`src/rtl/tgr_pkg.sv`:
```
// Shared constants, types and colour decode for the text glyph row renderer.
package tgr_pkg;

  // Character cell geometry and font store size
  localparam int unsigned GLYPH_LINES   = 16;
  localparam int unsigned GLYPH_COLUMNS = 8;
  localparam int unsigned GLYPH_COUNT   = 128;
  localparam int unsigned STORE_DEPTH   = GLYPH_COUNT * GLYPH_LINES;
  localparam int unsigned ADDR_W        = $clog2(STORE_DEPTH);
  localparam int unsigned CURSOR_HEIGHT = 4;

  localparam logic [23:0] CURSOR_GREY  = 24'h7F7F7F;
  localparam logic [7:0]  LEVEL_BRIGHT = 8'hFF;
  localparam logic [7:0]  LEVEL_NORMAL = 8'h7F;

  // Item operation codes
  typedef enum logic {
    OP_LOAD   = 1'b0,
    OP_RENDER = 1'b1
  } op_e;

  // One classified render command, carried from front to back
  typedef struct packed {
    logic [7:0] pattern;
    logic [3:0] fg_code;
    logic [3:0] bg_code;
    logic       grey;
  } cmd_t;

  // Expand a 4-bit colour code into 24-bit RGB
  function automatic logic [23:0] colour_of(input logic [3:0] code);
    logic [7:0] level;
    level = code[3] ? LEVEL_BRIGHT : LEVEL_NORMAL;
    colour_of = {code[2] ? level : 8'h00,
                 code[1] ? level : 8'h00,
                 code[0] ? level : 8'h00};
  endfunction

endpackage

```
`src/rtl/tgr_queue.sv`:
```
// Two-entry command queue between front and back.
module tgr_queue import tgr_pkg::*; (
  input  logic clk_i,
  input  logic rst_ni,
  input  logic push_i,
  input  cmd_t push_cmd_i,
  output logic full_o,
  input  logic pop_i,
  output logic empty_o,
  output cmd_t head_o
);

  cmd_t       entry_q [2];
  logic       wr_ptr_q, rd_ptr_q;
  logic [1:0] count_q;
  logic       do_push, do_pop;

  assign full_o  = (count_q == 2'd2);
  assign empty_o = (count_q == 2'd0);
  assign do_push = push_i && !full_o;
  assign do_pop  = pop_i && !empty_o;
  assign head_o  = entry_q[rd_ptr_q];

  // Store pushed commands
  always_ff @(posedge clk_i) begin
    if (do_push) begin
      entry_q[wr_ptr_q] <= push_cmd_i;
    end
  end

  // Advance pointers and occupancy
  always_ff @(posedge clk_i or negedge rst_ni) begin
    if (!rst_ni) begin
      wr_ptr_q <= 1'b0;
      rd_ptr_q <= 1'b0;
      count_q  <= 2'd0;
    end else begin
      if (do_push) wr_ptr_q <= !wr_ptr_q;
      if (do_pop)  rd_ptr_q <= !rd_ptr_q;
      count_q <= count_q + 2'(do_push) - 2'(do_pop);
    end
  end

endmodule

```
`config.mk`:
```
export PLATFORM = sky130hd
export DESIGN_NAME = tgr_queue
export DESIGN_NICKNAME = d
export VERILOG_FILES = /design/src/rtl/tgr_pkg.sv /design/src/rtl/tgr_queue.sv
export SDC_FILE = /design/constraint.sdc
export NUM_CORES = 1
export LEC_CHECK = 0
export BUFFER_PORTS_ARGS = -buffer_cell sky130_fd_sc_hd__buf_2
export CAP_MARGIN = 5
export CORE_ASPECT_RATIO = 1.5
export CORE_MARGIN = 2
export CORE_UTILIZATION = 48
export CTS_CLUSTER_DIAMETER = 200
export CTS_CLUSTER_SIZE = 10
export DETAILED_ROUTE_END_ITERATION = 8
export HOLD_SLACK_MARGIN = 0.1
export PLACE_DENSITY = 0.73
export SYNTH_ARGS = -nofsm -noshare
export SYNTH_HDL_FRONTEND = slang
export SYNTH_SLANG_ARGS = --single-unit
export TNS_END_PERCENT = 20
```
`constraint.sdc`:
```
create_clock -name clk_i -period 3.5 [get_ports clk_i]
set_clock_uncertainty 0.1 [all_clocks]
set_input_delay 0.7 -clock clk_i [delete_from_list [all_inputs] [get_ports clk_i]]
set_output_delay 0.7 -clock clk_i [all_outputs]
set_load 0.01 [all_outputs]
```
After elaboration in Yosys (flattened, before gate mapping). Memory sizes are Yosys's and may differ from the RTL's. Index checks and enable logic that the tools add are counted. W data, S select, Z words.

Muxes and demuxes: 2. $add $sub $neg: 2. Reduce and logical (&&, ||, !) cells: 7. Equal/unequal tests: 1.

Operators with widths (number): $logic_not A1 Y1 (4); $add A2 B1 Y2 (1); $eq A2 B2 Y1 const B (1); $logic_and A1 B1 Y1 (2); $logic_not A2 Y1 (1); $mux W1 (2); $sub A2 B1 Y2 (1).

Output and inout bits: 19. Bits of input ports: 21. Logic and storage cells: 16. Memories kept: 1. Register bits: 4. Bits in writable memories: 34.

Memory list: entry_q (depth 2, width 17, read ports 1, clocked after Yosys merged registers in 0, wr ports 1, line tgr_queue.sv:13) `cmd_t entry_q [2];`.

Logic depth before layout (Yosys ltp). Gate-level depths: netlist of run 1.

Word-level depth: 5. Depth in mapped cells: 7. Mapped depth without buffers: 7.

Least setup slack after synthesis of run 1. OpenSTA, ideal clock, no wires.

Path type: input-to-reg. Start: input push_i. End: memory entry_q[0][0] (netlist name), enable pin. Slack: 1.480 ns. Buffers on the path: 0. Cell stages on the path: 2. Arrival: 1.530 ns. Path through: nand2_1 -> nor2_1.

Longest elaborated chain between the ends: 3.

RTL lines: start: declaration (line tgr_queue.sv:5) `input logic push_i,`; $logic_and A1 B1 Y1 (line tgr_queue.sv:20) `assign do_push = push_i && !full_o;`; $mux W1 (line tgr_queue.sv:26) `if (do_push) begin`; $mux W1 (implied by the code) (line tgr_queue.sv:27) `entry_q[wr_ptr_q] <= push_cmd_i;`; end: declaration (line tgr_queue.sv:13).

Every way passes these cells.

==> results of run 1 <==
layout make-up:
type                            count  area share (%)
Sequential cell                    38            62.3
Tap cell                           39            2.71
Clock inverter                      2            1.88
Inverter                            2           0.417
Timing Repair Buffer               40            11.3
Clock buffer                        5            3.82
Multi-Input combinational cell     29            17.7
worst max-delay path: stages (launching register included):
cell     delay, ns
dfrtp_1       0.92
mux2_2        0.42
buf_2         0.14
state kept, by name (all words and copies together) (netlist names):
| register | flops |
|---|---|
| entry_q | 34 |
| count_q | 2 |
| wr_ptr_q | 1 |
| rd_ptr_q | 1 |
kinds of logic (layout without fill, tap and decap cells):
kind of cell,Yosys count,count (layout),share of synthesized area [%]
XOR/XNOR,4,4,2.37
buffers and inverters,4,49,2.63
multiplexers,17,17,15.2
flip-flops,38,38,75.9
adder cells (fa/ha/maj),2,2,1.69
AND/OR/NAND/NOR,6,6,2.20
cells in the mapped netlist (2+ instances only):
cell and n:
edfxtp_1 34, mux2_4 9, mux2_2 8, dfrtp_1 4
xnor2_1 3, ha_1 2, inv_1 2, nor2_1 2
worst paths after layout:
kind                             from              to  slack (ns)  cells after the start
hold reg to reg            count_q[1]      count_q[1]        0.41                      1
max in group asynchronous      rst_ni      count_q[1]        3.06                      1
hold / removal                 rst_ni        wr_ptr_q        0.11                      1
setup / recovery             rd_ptr_q       head_o[6]        0.94                      2
setup reg to reg           count_q[1]  entry_q[0][13]        1.58                      4
min in group clk_i         count_q[1]      count_q[1]        0.41                      1
routing by layer:
metal	vias up	track usage, %
met5	-	0
met4	0	12.1
li1	352	-
met1	362	12.7
met3	6	4.94
met2	24	26.6
power groups by stage:
stage / clock network [uW] / logic (uW) / registers [uW]
2_1_floorplan: 0 / 379 / 664
6_report: 340 / 442 / 711
5_1_grt: 365 / 481 / 726
4_1_cts: 351 / 451 / 714
3_5_place_dp: 0 / 450 / 723
3_3_place_gp: 0 / 440 / 714
per-stage QoR:
step                power (uW)  std cells
detailed placement        1170        148
CTS                       1520        155
finish                    1490        155
global route              1570        155
global placement          1150        148
floorplan                 1040         71
==> results.yml, run 1 <==
sta:
  setup_violations: 0
  rsz0062_at_grt: "false"
  worst_slack_ns: 0.940
  worst_pin_slew_ns: 0.879
  fin_hold_ws_ns: 0.113
  clock.fmax_ghz: 0.391
  setup_tns_ns: 0
  finalHoldViolCount: 0
  min_period_over_period_pct: 73.2
  relSlewSlack_pct: 41.4
  period_needed_ns: 2.56
  finalMaxSlewViolations: 0
synthesis:
  syn_inst: 71
  synth_top_flop_cell: "edfxtp_1"
  synth_top_area_cell: "edfxtp_1"
  synth_top_area_share_pct: 69.1
  synth_seq_cells: 38
  ys_seq_area_share_pct: 75.9
  syn-cell-area_mm2: 0.00148
  synth_nets: 94
  synth_edf_count: 34
  synth_warnings: 0
  avgSynthCellArea_um2: 20.8
  synth-async-reset-ratio_pct: 10.5
  netlist_top_cells_area: "edfxtp_1 (69%), mux2_4 (9.1%), dfrtp_1 (6.8%), mux2_2 (6.1%), xnor2_1 (1.8%)"
  synth_cell_types: 15
floorplanning:
  initial_core_util_pct: 50.7
  boundaryPins: 40
  row_count: 24
  die_area_mm2: 0.00355
  fp.dieH_um: 72.0
  core_area_mm2: 0.00291
  chipWidth_um: 49.3
hold_path:
  hp-class: "input pin to async pin"
clock_network:
  hold_buffers: 0
  cts_sinks: 38
  cts_tree: "yes"
  cts_setup_buffers: 0
  cts-root-buf: "clkbuf_8"
  insertion_delay_ns: 0.28
  h-tree-depth: 2
  numCtsBuffers: 5
  path_clk_slew_ns: 0.07
  cts_resized: 0
  cts.path.max_buffers: 2
power:
  seqPwrFrac_pct: 47.6
  p_switching_uw: 416
  peakVddDrop_mv: 0.500
  p_sw_share_pct: 27.8
  comb_power_share_pct: 29.6
  leakage_uw: 0.000737
  p_int_uw: 1080
  clkPwrFrac_pct: 22.8
  power_density_mw_per_mm2: 829
layout:
  fillers: 238
  multi_input_area_um2: 318
  final_area_mm2: 0.00180
  final_cell_mix: "buf_2 (39), edfxtp_1 (34), mux2_4 (9), mux2_2 (8), clkbuf_8 (5)"
  drive_above_1_share_pct: 55.2
  final_util_pct: 61.8
  synthToLayoutAreaGrowth_pct: 21.8
  nNetsFinal: 139
  layout_commonest_cell: "buf_2"
  antenna_cells: 0
  regArea_mm2: 0.00112
detailed_routing:
  drt_wl_total_um: 2220
  wl_per_cell_um: 14.3
  vias: 744
  drt_iter0_drc: 9
  drtAntennaViolNets: 0
  drtPass1Iterations: 3
  routedLengthMet1_um: 779
  highest_layer: "met4"
  wl_met2_um: 1270
  via_per_inst: 4.80
  wl_met3_um: 101
  remaining_drc_errors: 0
worst_setup_path:
  cp_max_fo: 18
  critPathKind: "flop to output pin"
  end_kind: "output pin"
  cp-start-kind: "flop"
  cp.required_ns: 2.70
  worstPathArrival_ns: 1.76
placement:
  io_buffers: 39
  pre_cts_ws_ns: 1.22
  post_dp_cell_area_mm2: 0.00170
  place_hpwl_um: 1600
  gp_congestion: 0.619
grt:
  grt_pass1_vias: 805
  track_usage_pct: 14.7
  antenna_found_initial: 0
  grt_max_degree: 19
  grt_overflow: 0
  grt_pass1_wl_um: 3570
status:
  status: "completed"
job:
  drv_cap: 0
Power figures use the tool's default switching activity.
==> run 2: changes to the inputs <==
==> constraint.sdc (replaced) <==
create_clock -name clk_i -period 2.6 [get_ports clk_i]
set_clock_uncertainty 0.1 [all_clocks]
set_input_delay 0.52 -clock clk_i [delete_from_list [all_inputs] [get_ports clk_i]]
set_output_delay 0.52 -clock clk_i [all_outputs]
set_load 0.01 [all_outputs]
==> run 2 against run 1 <==
- sequential share of layout area decreased by 2.1 points
- sequential power increased by 26%
- combinational power increased by 54%
- die area unchanged
- worst setup slack got worse by 0.29 ns
- non-clock buffer count increased by 4
- hold slack improved by 0.21 ns
- critical path depth increased by 1
- power increased by 44%
==> results.yml, run 2 (synthesized netlist as in run 1, its figures left out) <==
grt:
  grt_overflow: 0
  grt_pass1_wl_um: 3540
  track_usage_pct: 14.3
  grt_pass1_vias: 788
  grt_max_degree: 18
  antenna_found_initial: 0
clock_network:
  cts_sinks: 38
  cts_setup_buffers: 0
  cts_resized: 0
  insertion_delay_ns: 0.29
  cts_tree: "yes"
  hold_buffers: 1
  cts.path.max_buffers: 2
  path_clk_slew_ns: 0.07
  h-tree-depth: 2
  cts-root-buf: "clkbuf_8"
  numCtsBuffers: 5
power:
  p_total_uw: 2150
  power_density_mw_per_mm2: 1150
  clkPwrFrac_pct: 26.7
  p_int_uw: 1580
  seqPwrFrac_pct: 41.6
  comb_power_share_pct: 31.7
  p_switching_uw: 575
  p_sw_share_pct: 26.7
  leakage_uw: 0.000771
  peakVddDrop_mv: 0.723
worst_setup_path:
  worstPathArrival_ns: 1.33
  max_stage_delay_ns: 0.36
  cp_num_buf_inv: 2
  cp-start-kind: "flop"
  critPathKind: "flop to output pin"
  cp_max_fo: 9
  crit_chain: "buf_4, mux2_2, buf_2"
  end_kind: "output pin"
  crit_family: "multiplexers"
  ff2ff_setup_slack_ns: 0.91
  slowest_stage: "mux2_2"
  cp.required_ns: 1.98
floorplanning:
  chipWidth_um: 49.3
  die_area_mm2: 0.00355
  fp.dieH_um: 72.0
  boundaryPins: 40
  core_area_mm2: 0.00291
  row_count: 24
  initial_core_util_pct: 50.7
sta:
  min_period_over_period_pct: 75.0
  setup_violations: 0
  setup_tns_ns: 0
  relSlewSlack_pct: 47.8
  period_needed_ns: 1.95
  finalHoldViolCount: 0
  clock.fmax_ghz: 0.513
  rsz0062_at_grt: "false"
  worst_pin_slew_ns: 0.783
  finalMaxSlewViolations: 0
detailed_routing:
  remaining_drc_errors: 0
  drtPass1Iterations: 3
  wl_per_cell_um: 13.5
  drtAntennaViolNets: 0
  drt_wl_total_um: 2160
  via_per_inst: 4.72
  drt_iter0_drc: 14
  vias: 755
layout:
  nNetsFinal: 143
  largest_registers: "entry_q (34), count_q (2)"
  layout_commonest_cell: "buf_2"
  largest-register: "entry_q"
  antenna_cells: 0
  drive_above_1_share_pct: 56.2
  largest_reg_flops: 34
  final_cell_mix: "buf_2 (39), edfxtp_1 (34), mux2_4 (9), mux2_2 (8), clkbuf_8 (5)"
  synthToLayoutAreaGrowth_pct: 26.1
status:
  status: "completed"
placement:
  gp_congestion: 0.611
  io_buffers: 39
  place_hpwl_um: 1600
job:
  drv_cap: 0
hold_path:
  hp-class: "input pin to flop"
==> run 2: changes by cell type in the layout (fill, tap and decap cells not counted) <==
cell | before | now
buf_4 | 1 | 4
bufinv_16 | 1 | 2
dlygate4sd3_1 | 0 | 1
==> run 2: routing by layer <==
metal  up-vias  GRT usage (%)  wire [um]  share of wire [%]
met4         0           7.62         54                2.5
met1       363           14.7        805                 37
li1        362              -          -                  -
met3         5           5.35        124                5.7
met5         -              0          0                  0
met2        25           24.9       1180                 54
==> run 2: final cells by class <==
cell class                      count  area [um^2]
Timing Repair Buffer               44          235
Fill cell                         226         1050
Clock inverter                      3         63.8
Sequential cell                    38         1120
Clock buffer                        5         68.8
Tap cell                           39         48.8
Inverter                            2         7.51
Multi-Input combinational cell     29          318
==> run 2: final timing paths <==
path	cells after the start	end	startpoint
hold reg to reg	1	wr_ptr_q	wr_ptr_q
setup / recovery	3	head_o[3]	rd_ptr_q
setup reg to reg	2	entry_q[1][5]	count_q[1]
max in group asynchronous	2	count_q[0]	rst_ni
min in group asynchronous	2	count_q[1]	rst_ni
hold / removal	1	entry_q[1][14]	push_cmd_i[14]
==> run 2: stage by stage <==
step	worst slack, ns	cells	utilization (%)	hold slack [ns]	area [um^2]
floorplan	0.760	71	-	0.124	1480
global placement	0.860	151	59.1	0.225	1720
detailed placement	0.808	151	59.1	0.229	1720
CTS	0.620	160	64.0	0.307	1860
global route	0.583	160	64.0	0.307	1860
finish	0.650	160	64.0	0.318	1860
==> run 2: power by group through the flow <==
stage	registers, uW	clock network, uW	logic [uW]
global placement	898	0	677
detailed placement	910	0	698
floorplan	894	0	510
CTS	897	589	700
finish	895	575	682
global route	908	613	749
