--- config.mk ---
export PLATFORM = sky130hd
export DESIGN_NAME = tgr_back_flat
export DESIGN_NICKNAME = d
export VERILOG_FILES = /design/src/rtl/tgr_pkg.sv /design/src/rtl/tgr_out_if.sv /design/src/rtl/tgr_back.sv /design/src/flat_wrapper.sv
export SDC_FILE = /design/constraint.sdc
export NUM_CORES = 1
export LEC_CHECK = 0
export BUFFER_PORTS_ARGS = -buffer_cell sky130_fd_sc_hd__clkbuf_2
export CAP_MARGIN = 20
export CORE_MARGIN = 1
export CORE_UTILIZATION = 45
export DETAILED_ROUTE_END_ITERATION = 16
export PLACE_DENSITY_LB_ADDON = 0.2
export SLEW_MARGIN = 20
export SYNTH_ARGS = -nofsm -noshare
export SYNTH_HDL_FRONTEND = slang
export SYNTH_SLANG_ARGS = --single-unit
--- constraint.sdc ---
create_clock -name clk_i -period 4.15 [get_ports clk_i]
set_input_delay 0.415 -clock clk_i [delete_from_list [all_inputs] [get_ports clk_i]]
set_output_delay 0.415 -clock clk_i [all_outputs]
set_load 0.05 [all_outputs]
--- src/rtl/tgr_pkg.sv ---
// Shared constants, types and colour decode for the text glyph row renderer.
package tgr_pkg;

  // Character cell geometry and font store size
  localparam int unsigned GLYPH_LINES   = 16;
  localparam int unsigned GLYPH_COLUMNS = 8;
  localparam int unsigned GLYPH_COUNT   = 128;
  localparam int unsigned STORE_DEPTH   = GLYPH_COUNT * GLYPH_LINES;
  localparam int unsigned ADDR_W        = $clog2(STORE_DEPTH);
  localparam int unsigned CURSOR_HEIGHT = 4;

  localparam logic [23:0] CURSOR_GREY  = 24'h7F7F7F;
  localparam logic [7:0]  LEVEL_BRIGHT = 8'hFF;
  localparam logic [7:0]  LEVEL_NORMAL = 8'h7F;

  // Item operation codes
  typedef enum logic {
    OP_LOAD   = 1'b0,
    OP_RENDER = 1'b1
  } op_e;

  // One classified render command, carried from front to back
  typedef struct packed {
    logic [7:0] pattern;
    logic [3:0] fg_code;
    logic [3:0] bg_code;
    logic       grey;
  } cmd_t;

  // Expand a 4-bit colour code into 24-bit RGB
  function automatic logic [23:0] colour_of(input logic [3:0] code);
    logic [7:0] level;
    level = code[3] ? LEVEL_BRIGHT : LEVEL_NORMAL;
    colour_of = {code[2] ? level : 8'h00,
                 code[1] ? level : 8'h00,
                 code[0] ? level : 8'h00};
  endfunction

endpackage

--- src/rtl/tgr_out_if.sv ---
// Output channel: one pixel per transaction.
interface tgr_out_if;
  logic        valid;
  logic        ready;
  logic [23:0] pixel_rgb;
  logic [2:0]  pixel_column;
  logic        last_pixel;

  modport source (output valid, pixel_rgb, pixel_column, last_pixel, input ready);
  modport sink   (input valid, pixel_rgb, pixel_column, last_pixel, output ready);
endinterface

--- src/rtl/tgr_back.sv ---
// Back end: walks the glyph columns of the head command into pixels.
module tgr_back import tgr_pkg::*; (
  input  logic     clk_i,
  input  logic     rst_ni,
  input  logic     empty_i,
  input  cmd_t     head_i,
  output logic     pop_o,
  tgr_out_if.source out_o
);

  logic [2:0]  col_q;
  logic        out_valid_q;
  logic [23:0] rgb_q;
  logic [2:0]  out_col_q;
  logic        last_q;

  logic        advance, emit, last;
  logic [23:0] rgb;

  assign advance = !out_valid_q || out_o.ready;
  assign emit    = advance && !empty_i;
  assign last    = (col_q == 3'(GLYPH_COLUMNS - 1));
  assign pop_o   = emit && last;

  // Pick the pixel colour, leftmost pattern bit first
  always_comb begin
    if (head_i.grey) begin
      rgb = CURSOR_GREY;
    end else if (head_i.pattern[3'd7 - col_q]) begin
      rgb = colour_of(head_i.fg_code);
    end else begin
      rgb = colour_of(head_i.bg_code);
    end
  end

  // Column counter and output valid
  always_ff @(posedge clk_i or negedge rst_ni) begin
    if (!rst_ni) begin
      col_q       <= 3'd0;
      out_valid_q <= 1'b0;
    end else begin
      if (emit) begin
        col_q <= last ? 3'd0 : col_q + 3'd1;
      end
      if (advance) begin
        out_valid_q <= !empty_i;
      end
    end
  end

  // Output payload register
  always_ff @(posedge clk_i) begin
    if (emit) begin
      rgb_q     <= rgb;
      out_col_q <= col_q;
      last_q    <= last;
    end
  end

  assign out_o.valid        = out_valid_q;
  assign out_o.pixel_rgb    = rgb_q;
  assign out_o.pixel_column = out_col_q;
  assign out_o.last_pixel   = last_q;

endmodule

--- src/flat_wrapper.sv ---
// flat-port wrapper written by rule: the top's interface ports become plain ports
module tgr_back_flat import tgr_pkg::*;
  (clk_i, rst_ni, empty_i, head_i, pop_o, out_o_valid, out_o_pixel_rgb, out_o_pixel_column, out_o_last_pixel, out_o_ready);
  tgr_out_if out_o_i ();
  input  logic clk_i;
  input  logic rst_ni;
  input  logic empty_i;
  input  cmd_t head_i;
  output logic pop_o;
  output wire logic [$bits(out_o_i.valid)-1:0] out_o_valid;
  output wire logic [$bits(out_o_i.pixel_rgb)-1:0] out_o_pixel_rgb;
  output wire logic [$bits(out_o_i.pixel_column)-1:0] out_o_pixel_column;
  output wire logic [$bits(out_o_i.last_pixel)-1:0] out_o_last_pixel;
  input wire logic [$bits(out_o_i.ready)-1:0] out_o_ready;
  assign out_o_valid = out_o_i.valid;
  assign out_o_pixel_rgb = out_o_i.pixel_rgb;
  assign out_o_pixel_column = out_o_i.pixel_column;
  assign out_o_last_pixel = out_o_i.last_pixel;
  assign out_o_i.ready = out_o_ready;
  tgr_back u_core (.clk_i(clk_i), .rst_ni(rst_ni), .empty_i(empty_i), .head_i(head_i), .pop_o(pop_o), .out_o(out_o_i));
endmodule
# Word-level counts from Yosys, hierarchy flattened

Cells that the tools add are included.

Bits of input ports: 21
Word-level logic and storage cells: 26
Register bits after elaboration: 32

Equal/unequal tests: 1
$add $sub $neg: 2
Mux-type cells: 12
$lt $le $gt $ge: 1
Reduce and logical (&&, ||, !) cells: 5

Operators by type and width:

| kind                | count |
|---|---|
| $mux 8              | 8 |
| $mux 24             | 1 |
| $lt 3x4->1 const B  | 1 |
| $add 3x1->3 const B | 1 |
| $bmux 1 s3          | 1 |
| $eq 3x3->1 const B  | 1 |
| $mux 3              | 1 |
| $sub 3x3->3 const A | 1 |
| $logic_and 1x1->1   | 2 |
| $logic_not 1->1     | 2 |
| $logic_or 1x1->1    | 1 |
| $mux 1              | 1 |

# Longest topological paths before layout

Gate-level depths: netlist of the first run.

Depth in word-level cells: 4
Depth in mapped cells: 5
Mapped depth without buffers: 4

# Worst setup path before layout of the first run

OpenSTA, ideal clock, no wires.

Path kind: register to output
Start: register u_core.out_valid_q (netlist: u_core.out_o.valid)
End: output port pop_o
Stages on the path, launching flop included: 3
Arrival time: 1.886 ns
Setup slack: 1.849 ns
Cell sequence: dfrtp_1 > a21oi_1 > and2_1

Cells in the longest elaborated chain, start to end: 4

Ends and longest elaborated chain:

| item                     | line              | text |
|---|---|---|
| start: declaration       | tgr_back.sv:12    | `logic out_valid_q;` |
| start signal: assignment | tgr_back.sv:46    | `out_valid_q <= !empty_i;` |
| $logic_not 1->1          | tgr_back.sv:20    | `assign advance = !out_valid_q \|\| out_o.ready;` |
| $logic_or 1x1->1         | tgr_back.sv:20    |  |
| $logic_and 1x1->1        | tgr_back.sv:21    | `assign emit = advance && !empty_i;` |
| named net u_core.emit    | tgr_back.sv:17    | `logic advance, emit, last;` |
| $logic_and 1x1->1        | tgr_back.sv:23    | `assign pop_o = emit && last;` |
| end: declaration         | flat_wrapper.sv:9 | `output logic pop_o;` |

The timed path passes the listed nets, and every way through them passes these cells.

# Final worst setup path of the first run

Start: register u_core.col_q[0]
End: output port pop_o

Cells in the longest elaborated chain, start to end: 2

Ends and longest elaborated chain:

| item                     | line           | text |
|---|---|---|
| start: declaration       | tgr_back.sv:11 | `logic [2:0] col_q;` |
| start signal: assignment | tgr_back.sv:43 | `col_q <= last ? 3'd0 : col_q + 3'd1;` |
| $eq 3x3->1               | tgr_back.sv:22 | `assign last = (col_q == 3'(GLYPH_COLUMNS - 1));` |
| named net u_core.last    | tgr_back.sv:17 |  |
| $logic_and 1x1->1        | tgr_back.sv:23 |  |

The timed path passes the listed nets, and every way through them passes these cells.

==> results of run 1 <==
==> stage by stage <==
step,total power [mW],util [%]
detailed placement,0.558,55.4
global route,0.685,58.0
floorplan,0.549,-
finish,0.646,58.0
global placement,0.557,55.4
CTS,0.652,58.0
==> path summary, 6_finish.rpt <==
path | startpoint | endpoint | slack (ns)
worst max register to register | u_core.col_q[0] | u_core.out_o.pixel_rgb[6] | 2.48
worst min register to register | u_core.col_q[2] | u_core.out_o.pixel_column[2] | 0.52
min in group asynchronous | rst_ni | u_core.col_q[1] | 0.47
worst min-delay path | empty_i | u_core.out_o.valid | 0.32
worst max-delay path | u_core.col_q[0] | pop_o | 2.14
max in group asynchronous | rst_ni | u_core.out_o.valid | 3.56
==> per-layer routing <==
metal	share of wire (%)	GRT usage [%]	up-vias
li1	-	-	292
met1	41	13.8	255
met2	52	21.5	25
met3	6.3	8.40	2
met4	0.96	5.45	0
met5	0	0	-
==> synth_stat cells <==
master     n
nor2b_1    2
mux2_2     3
nand2_1    6
buf_6      2
mux2i_1   10
nor2_1     7
ha_1       2
mux4_2     1
buf_4     18
a21oi_1    1
and2_1     1
edfxtp_1  10
inv_1      2
o21ai_0    1
dfrtp_1    4
==> power by group <==
| group | internal, mW | switching [mW] | leakage [nW] |
|---|---|---|---|
| combinational | 0.106 | 0.217 | 0.350 |
| clock | 0.0533 | 0.0403 | 0.0210 |
| sequential | 0.193 | 0.0364 | 0.141 |
| total | 0.353 | 0.294 | 0.512 |
==> final cells by class <==
| cell class | instances | share of cell area, % |
|---|---|---|
| Clock buffer | 4 | 3.62 |
| Multi-Input combinational cell | 34 | 25.8 |
| Sequential cell | 14 | 40.0 |
| Tap cell | 25 | 3.12 |
| Timing Repair Buffer | 52 | 26.7 |
| Inverter | 2 | 0.749 |
==> placed cells by master, fill, tap and decap left out, drive strengths merged <==
cell type	Yosys	final
buf	20	1
mux4	1	1
nand2	6	6
nor2b	2	2
ha	2	2
mux2	3	3
a21oi	1	1
mux2i	10	10
edfxtp	10	10
and2	1	1
clkbuf	0	54
o21ai	1	1
dlygate4sd3	0	1
inv	2	2
nor2	7	7
dfrtp	4	4
==> state kept, by name (all words and copies together), names as in the netlist <==
signal,cells
u_core.out_o.pixel_rgb,6
u_core.col_q,3
u_core.out_o.valid,1
u_core.out_o.last_pixel,1
u_core.out_o.pixel_column,3
==> what timing repair did <==
action                                 CTS  global route
hold buffers                             1             0
buffers inserted                         0             0
endpoints found under the hold margin    4             0
==> logic make-up after synthesis <==
group,share of synthesized area [%]
buffers and inverters,20.0
flip-flops,48.6
AND/OR/NAND/NOR,8.19
adder cells (fa/ha/maj),3.03
multiplexers,19.0
AO/OA/AOI/OAI,1.21
==> results_dict.tcl, run 1 <==
set metrics [dict create \
    max_stage_delay_ns 0.50 \
    synth_top_cell_by_area "edfxtp_1" \
    crit_type "reg -> out" \
    final_cells 131 \
    fp.dieH_microns 44.8 \
    synth_warnings 0 \
    holdCritPathClass "in -> reg" \
    seq_area_sq_um 400 \
    synth_area_sq_um 825 \
    finalCritPeriodShare_pct 48.5 \
    clk_pin_slew_ns 0.08 \
    drv.max_cap_violation_count 0 \
    hpwl_microns 998 \
    ys_types 15 \
    p_per_area_mw_per_mm2 645 \
    port_buffers 50 \
    vias_per_cell 4.38 \
    grt_pass1_vias 422 \
    yosys_register_bits 14 \
    path_buf_inv 1 \
    ys_seq_area_share_pct 48.6 \
    cp_cell_sequence "ha_1 -> ha_1 -> and2_1 -> clkbuf_2" \
    ir_drop_mv 0.332 \
    status "finished, final reports clean" \
    die_w_microns 44.8 \
    io_pins 51 \
    start_kind "register" \
    grt_setup_unrepaired "no" \
    crit_arrival_ns 1.60 \
    crit_path_top_delay_cell "dfrtp_1" \
    drt_pre_antenna_iters 4 \
    antenna_found_initial 0 \
    whs_path_depth 2 \
    final.setup.tns_ns 0 \
    required_ns 3.73 \
    vias 574 \
    finalMaxSlewViolations 0 \
    wl_mm 1.25 \
    grt_use_total_pct 13.3 \
    cp-end-kind "output pin" \
    core_area_sq_mm 0.00173 \
    fmax_mhz 497 \
    synth_cells 70 \
    dieArea_sq_mm 0.00201 \
    synthesis.nets 93 \
    whs_ns 0.323 \
    grt_overflow 0 \
    grt_max_degree 15 \
    path_depth 4 \
    drive_above_1_share_pct 55.7 \
    finalClockSkew_ns 0.000812 \
    cts_tree "yes" \
    cts_resized 0 \
    dp_worst_setup_slack_ns 2.42 \
    leakagePower_nw 0.512 \
    gp_congestion 0.687 \
    drc_errors 0 \
    nFillCells 150 \
    crit_top_cell "ha_1" \
    cts_max_level 1 \
    cts-root-buf "clkbuf_4" \
    start_util_pct 47.8 \
    crit_family "flip-flops" \
    fp-row-count 15 \
    wl_per_cell_microns 9.53 \
    clk_latency_ns 0.27 \
    max_slew_margin_pct 78.4 \
    cp_max_fo 8 \
    multiInputGateArea_sq_um 259 \
    design_area_sq_mm 0.00100 \
    fin_ws_ns 2.14 \
    setup_viol 0 \
    ant_nets 0 \
    cts_inserted_buffers 3 \
    nets 130 \
    worst_pin_slew_ns 0.325 \
    synth_top_area_share_pct 36.4 \
    dp.cells 126 \
    place_area_sq_um 956 \
    period_needed_ns 2.01 \
    antenna_cells 0 \
    syn_area_per_cell_sq_um 11.8 \
    cts.path.max_buffers 2 \
    synthTopCellsByArea "edfxtp_1, buf_4, dfrtp_1" \
    grt_pass1_wl_mm 1.73 \
    drt-initial-drc-count 7 \
    hold_viol 0 \
    r2r_cells 3 \
    area_delta_synth_final_pct 21.5 \
    clkSinkCount 14 \
]
Power figures use the tool's default switching activity.
==> run 2, diff against run 1 <==
--- a/config.mk
+++ b/config.mk
@@ -5,10 +5,11 @@
 export SDC_FILE = /design/constraint.sdc
 export NUM_CORES = 1
 export LEC_CHECK = 0
+export ABC_AREA = 1
 export BUFFER_PORTS_ARGS = -buffer_cell sky130_fd_sc_hd__clkbuf_2
 export CAP_MARGIN = 20
 export CORE_MARGIN = 1
-export CORE_UTILIZATION = 45
+export CORE_UTILIZATION = 43
 export DETAILED_ROUTE_END_ITERATION = 16
 export PLACE_DENSITY_LB_ADDON = 0.2
 export SLEW_MARGIN = 20
==> constraint.sdc (replaced) <==
create_clock -name clk_i -period 2.1 [get_ports clk_i]
set_input_delay 0.21 -clock clk_i [delete_from_list [all_inputs] [get_ports clk_i]]
set_output_delay 0.21 -clock clk_i [all_outputs]
set_load 0.05 [all_outputs]
==> run 2 against run 1 <==
Against the previous run:
- hold slack got worse by 0.20 ns
- clock power up 58%
- combinational power up 110%
- critical path type unchanged
- die area up 14%
- utilization is 2.0 points lower
==> results_dict.tcl, run 2 <==
set metrics [dict create \
    grt_overflow 0 \
    cts_resized 0 \
    vias_per_cell 4.35 \
    synth_warnings 0 \
    drv.max_cap_violation_count 0 \
    layout_common_cells "clkbuf_2, nand2_1, inv_1, nand3_1, edfxtp_1" \
    grt_pass1_wl_mm 2.19 \
    whs_path_depth 2 \
    path_buf_inv 2 \
    nets 166 \
    fmax_mhz 573 \
    wl_per_cell_microns 8.80 \
    yosysMostFrequentCell "nand2_1" \
    finalMaxSlewViolations 0 \
    clk_pin_slew_ns 0.08 \
    fp-row-count 16 \
    setup_viol 0 \
    synthTopCellsByArea "edfxtp_1, buf_4, dfrtp_1" \
    ir_drop_mv 0.526 \
    largest_reg_flops 6 \
    worst_pin_slew_ns 0.279 \
    r2r_setup_slack_ns 0.74 \
    regToRegEndpoint "u_core.out_o.pixel_rgb[6]" \
    synth_area_sq_um 906 \
    grt_max_degree 17 \
    cts_max_level 1 \
    holdCritPathClass "in -> reg" \
    synth_top_flop_cell "edfxtp_1" \
    yosys_register_bits 14 \
    final.setup.tns_ns 0 \
    cp_cell_sequence "ha_1 -> ha_1 -> inv_1 -> nor2_1 -> clkbuf_2" \
    max_stage_delay_ns 0.48 \
    synth_top_area_share_pct 33.1 \
    syn_area_per_cell_sq_um 8.71 \
    drt_pre_antenna_iters 4 \
    layout_commonest_cell "clkbuf_2" \
    crit_family "flip-flops" \
    io_pins 51 \
    power_mw 1.27 \
    crit_type "reg -> out" \
    dieArea_sq_mm 0.00229 \
    hold_start "empty_i" \
    synth_edf_count 10 \
    place_area_sq_mm 0.00106 \
    clkSinkCount 14 \
    hold_viol 0 \
    reg2reg_from "u_core.col_q[0]" \
    whs_ns 0.125 \
    grt_use_total_pct 14.5 \
    synthArstFlopShare_pct 28.6 \
    cp_max_fo 7 \
    grt_pass1_vias 531 \
    drc_errors 0 \
    leakagePower_nw 0.609 \
    max_slew_margin_pct 81.5 \
    cts.path.max_buffers 2 \
    drive_above_1_share_pct 47.2 \
    design_area_sq_mm 0.00110 \
    crit_arrival_ns 1.53 \
    period_needed_ns 1.74 \
    crit_top_cell "ha_1" \
    status "finished, final reports clean" \
    ant_nets 0 \
    synthesis.nets 127 \
    synthTopCellsByCount "nand2_1, buf_4, inv_1, edfxtp_1, nand3_1" \
    finalCritPeriodShare_pct 83.0 \
    final_core_util_pct 56.0 \
    synth_top_cell_by_area "edfxtp_1" \
    area_delta_synth_final_pct 21.3 \
    finalClockSkew_ns 0.00264 \
    port_buffers 50 \
    synth_cells 104 \
    drt-initial-drc-count 10 \
    grt_setup_unrepaired "no" \
    gp_congestion 0.804 \
    r2r_cells 7 \
    cts_inserted_buffers 3 \
    hpwl_mm 1.22 \
    wl_mm 1.49 \
    cp-end-kind "output pin" \
    antenna_found_initial 0 \
    ys_types 16 \
    clk_latency_ns 0.27 \
    start_util_pct 46.2 \
    nFillCells 203 \
    ys_seq_area_share_pct 44.2 \
    vias 735 \
    cts-root-buf "clkbuf_4" \
    antenna_cells 0 \
    die_w_microns 47.9 \
    crit_path_top_delay_cell "dfrtp_1" \
    core_area_sq_mm 0.00196 \
    holdPathEnd "u_core.out_o.valid" \
    p_per_area_mw_per_mm2 1160 \
    required_ns 1.89 \
    fp.dieH_microns 47.9 \
    start_kind "register" \
    cts_tree "yes" \
]
[run 2: changes by cell type after synthesis, moves of 3 or more]
cell,delta
nor2_1,-6
nand3_2,+4
mux2_2,-3
nand2_1,+17
mux2i_1,-10
inv_1,+14
inv_2,+4
nand3_1,+10
[run 2: final cells by class]
type	count	area [sq um]	area share, %
Clock inverter	1	3.75	0.342
Timing Repair Buffer	52	268	24.4
Tap cell	27	33.8	3.08
Inverter	21	78.8	7.18
Clock buffer	3	22.5	2.05
Sequential cell	14	400	36.4
Multi-Input combinational cell	51	292	26.5
[run 2: timing repair]
item                       CTS  global route
setup endpoints to repair    0             0
buffers inserted             0             0
hold endpoints to repair     4             0
hold buffers                 1             0
[run 2: worst register-to-register path, delay by kind of cell, from the launching register on]
family | cells | cell delay (ns)
buffers and inverters | 1 | 0.11
flip-flops | 1 | 0.48
AND/OR/NAND/NOR | 6 | 0.53
[run 2: through the flow]
stage	worst slack [ns]	std cells
floorplan	0.0218	104
global placement	0.702	164
detailed placement	0.669	164
CTS	0.353	169
global route	0.223	169
finish	0.356	169
[run 2: logic make-up after synthesis]
kind of cell,synth area share (%)
flip-flops,44.2
buffers and inverters,23.6
adder cells (fa/ha/maj),2.76
AND/OR/NAND/NOR,25.1
AO/OA/AOI/OAI,4.28
[run 2: worst max path at each step]
stage,from,endpoint,depth (start not counted)
after floorplan,u_core.out_o.valid,pop_o,3
after global placement,u_core.col_q[0],pop_o,5
after detailed placement,u_core.col_q[0],pop_o,5
after CTS,u_core.col_q[0],pop_o,5
after global routing,u_core.col_q[0],pop_o,5
final,u_core.col_q[0],pop_o,5
[run 2: report_power, final]
| group | switching, mW | internal (mW) |
|---|---|---|
| logic | 0.515 | 0.178 |
| registers | 0.0615 | 0.369 |
| clock network | 0.0793 | 0.0688 |
| total | 0.656 | 0.616 |
[run 2: per-layer routing]
metal	vias to the layer above	GRT usage (%)	wire length, microns
met5	-	0	0
met4	0	10.0	19
met3	2	2.26	99
met2	40	22.7	763
met1	308	18.2	605
li1	385	-	-
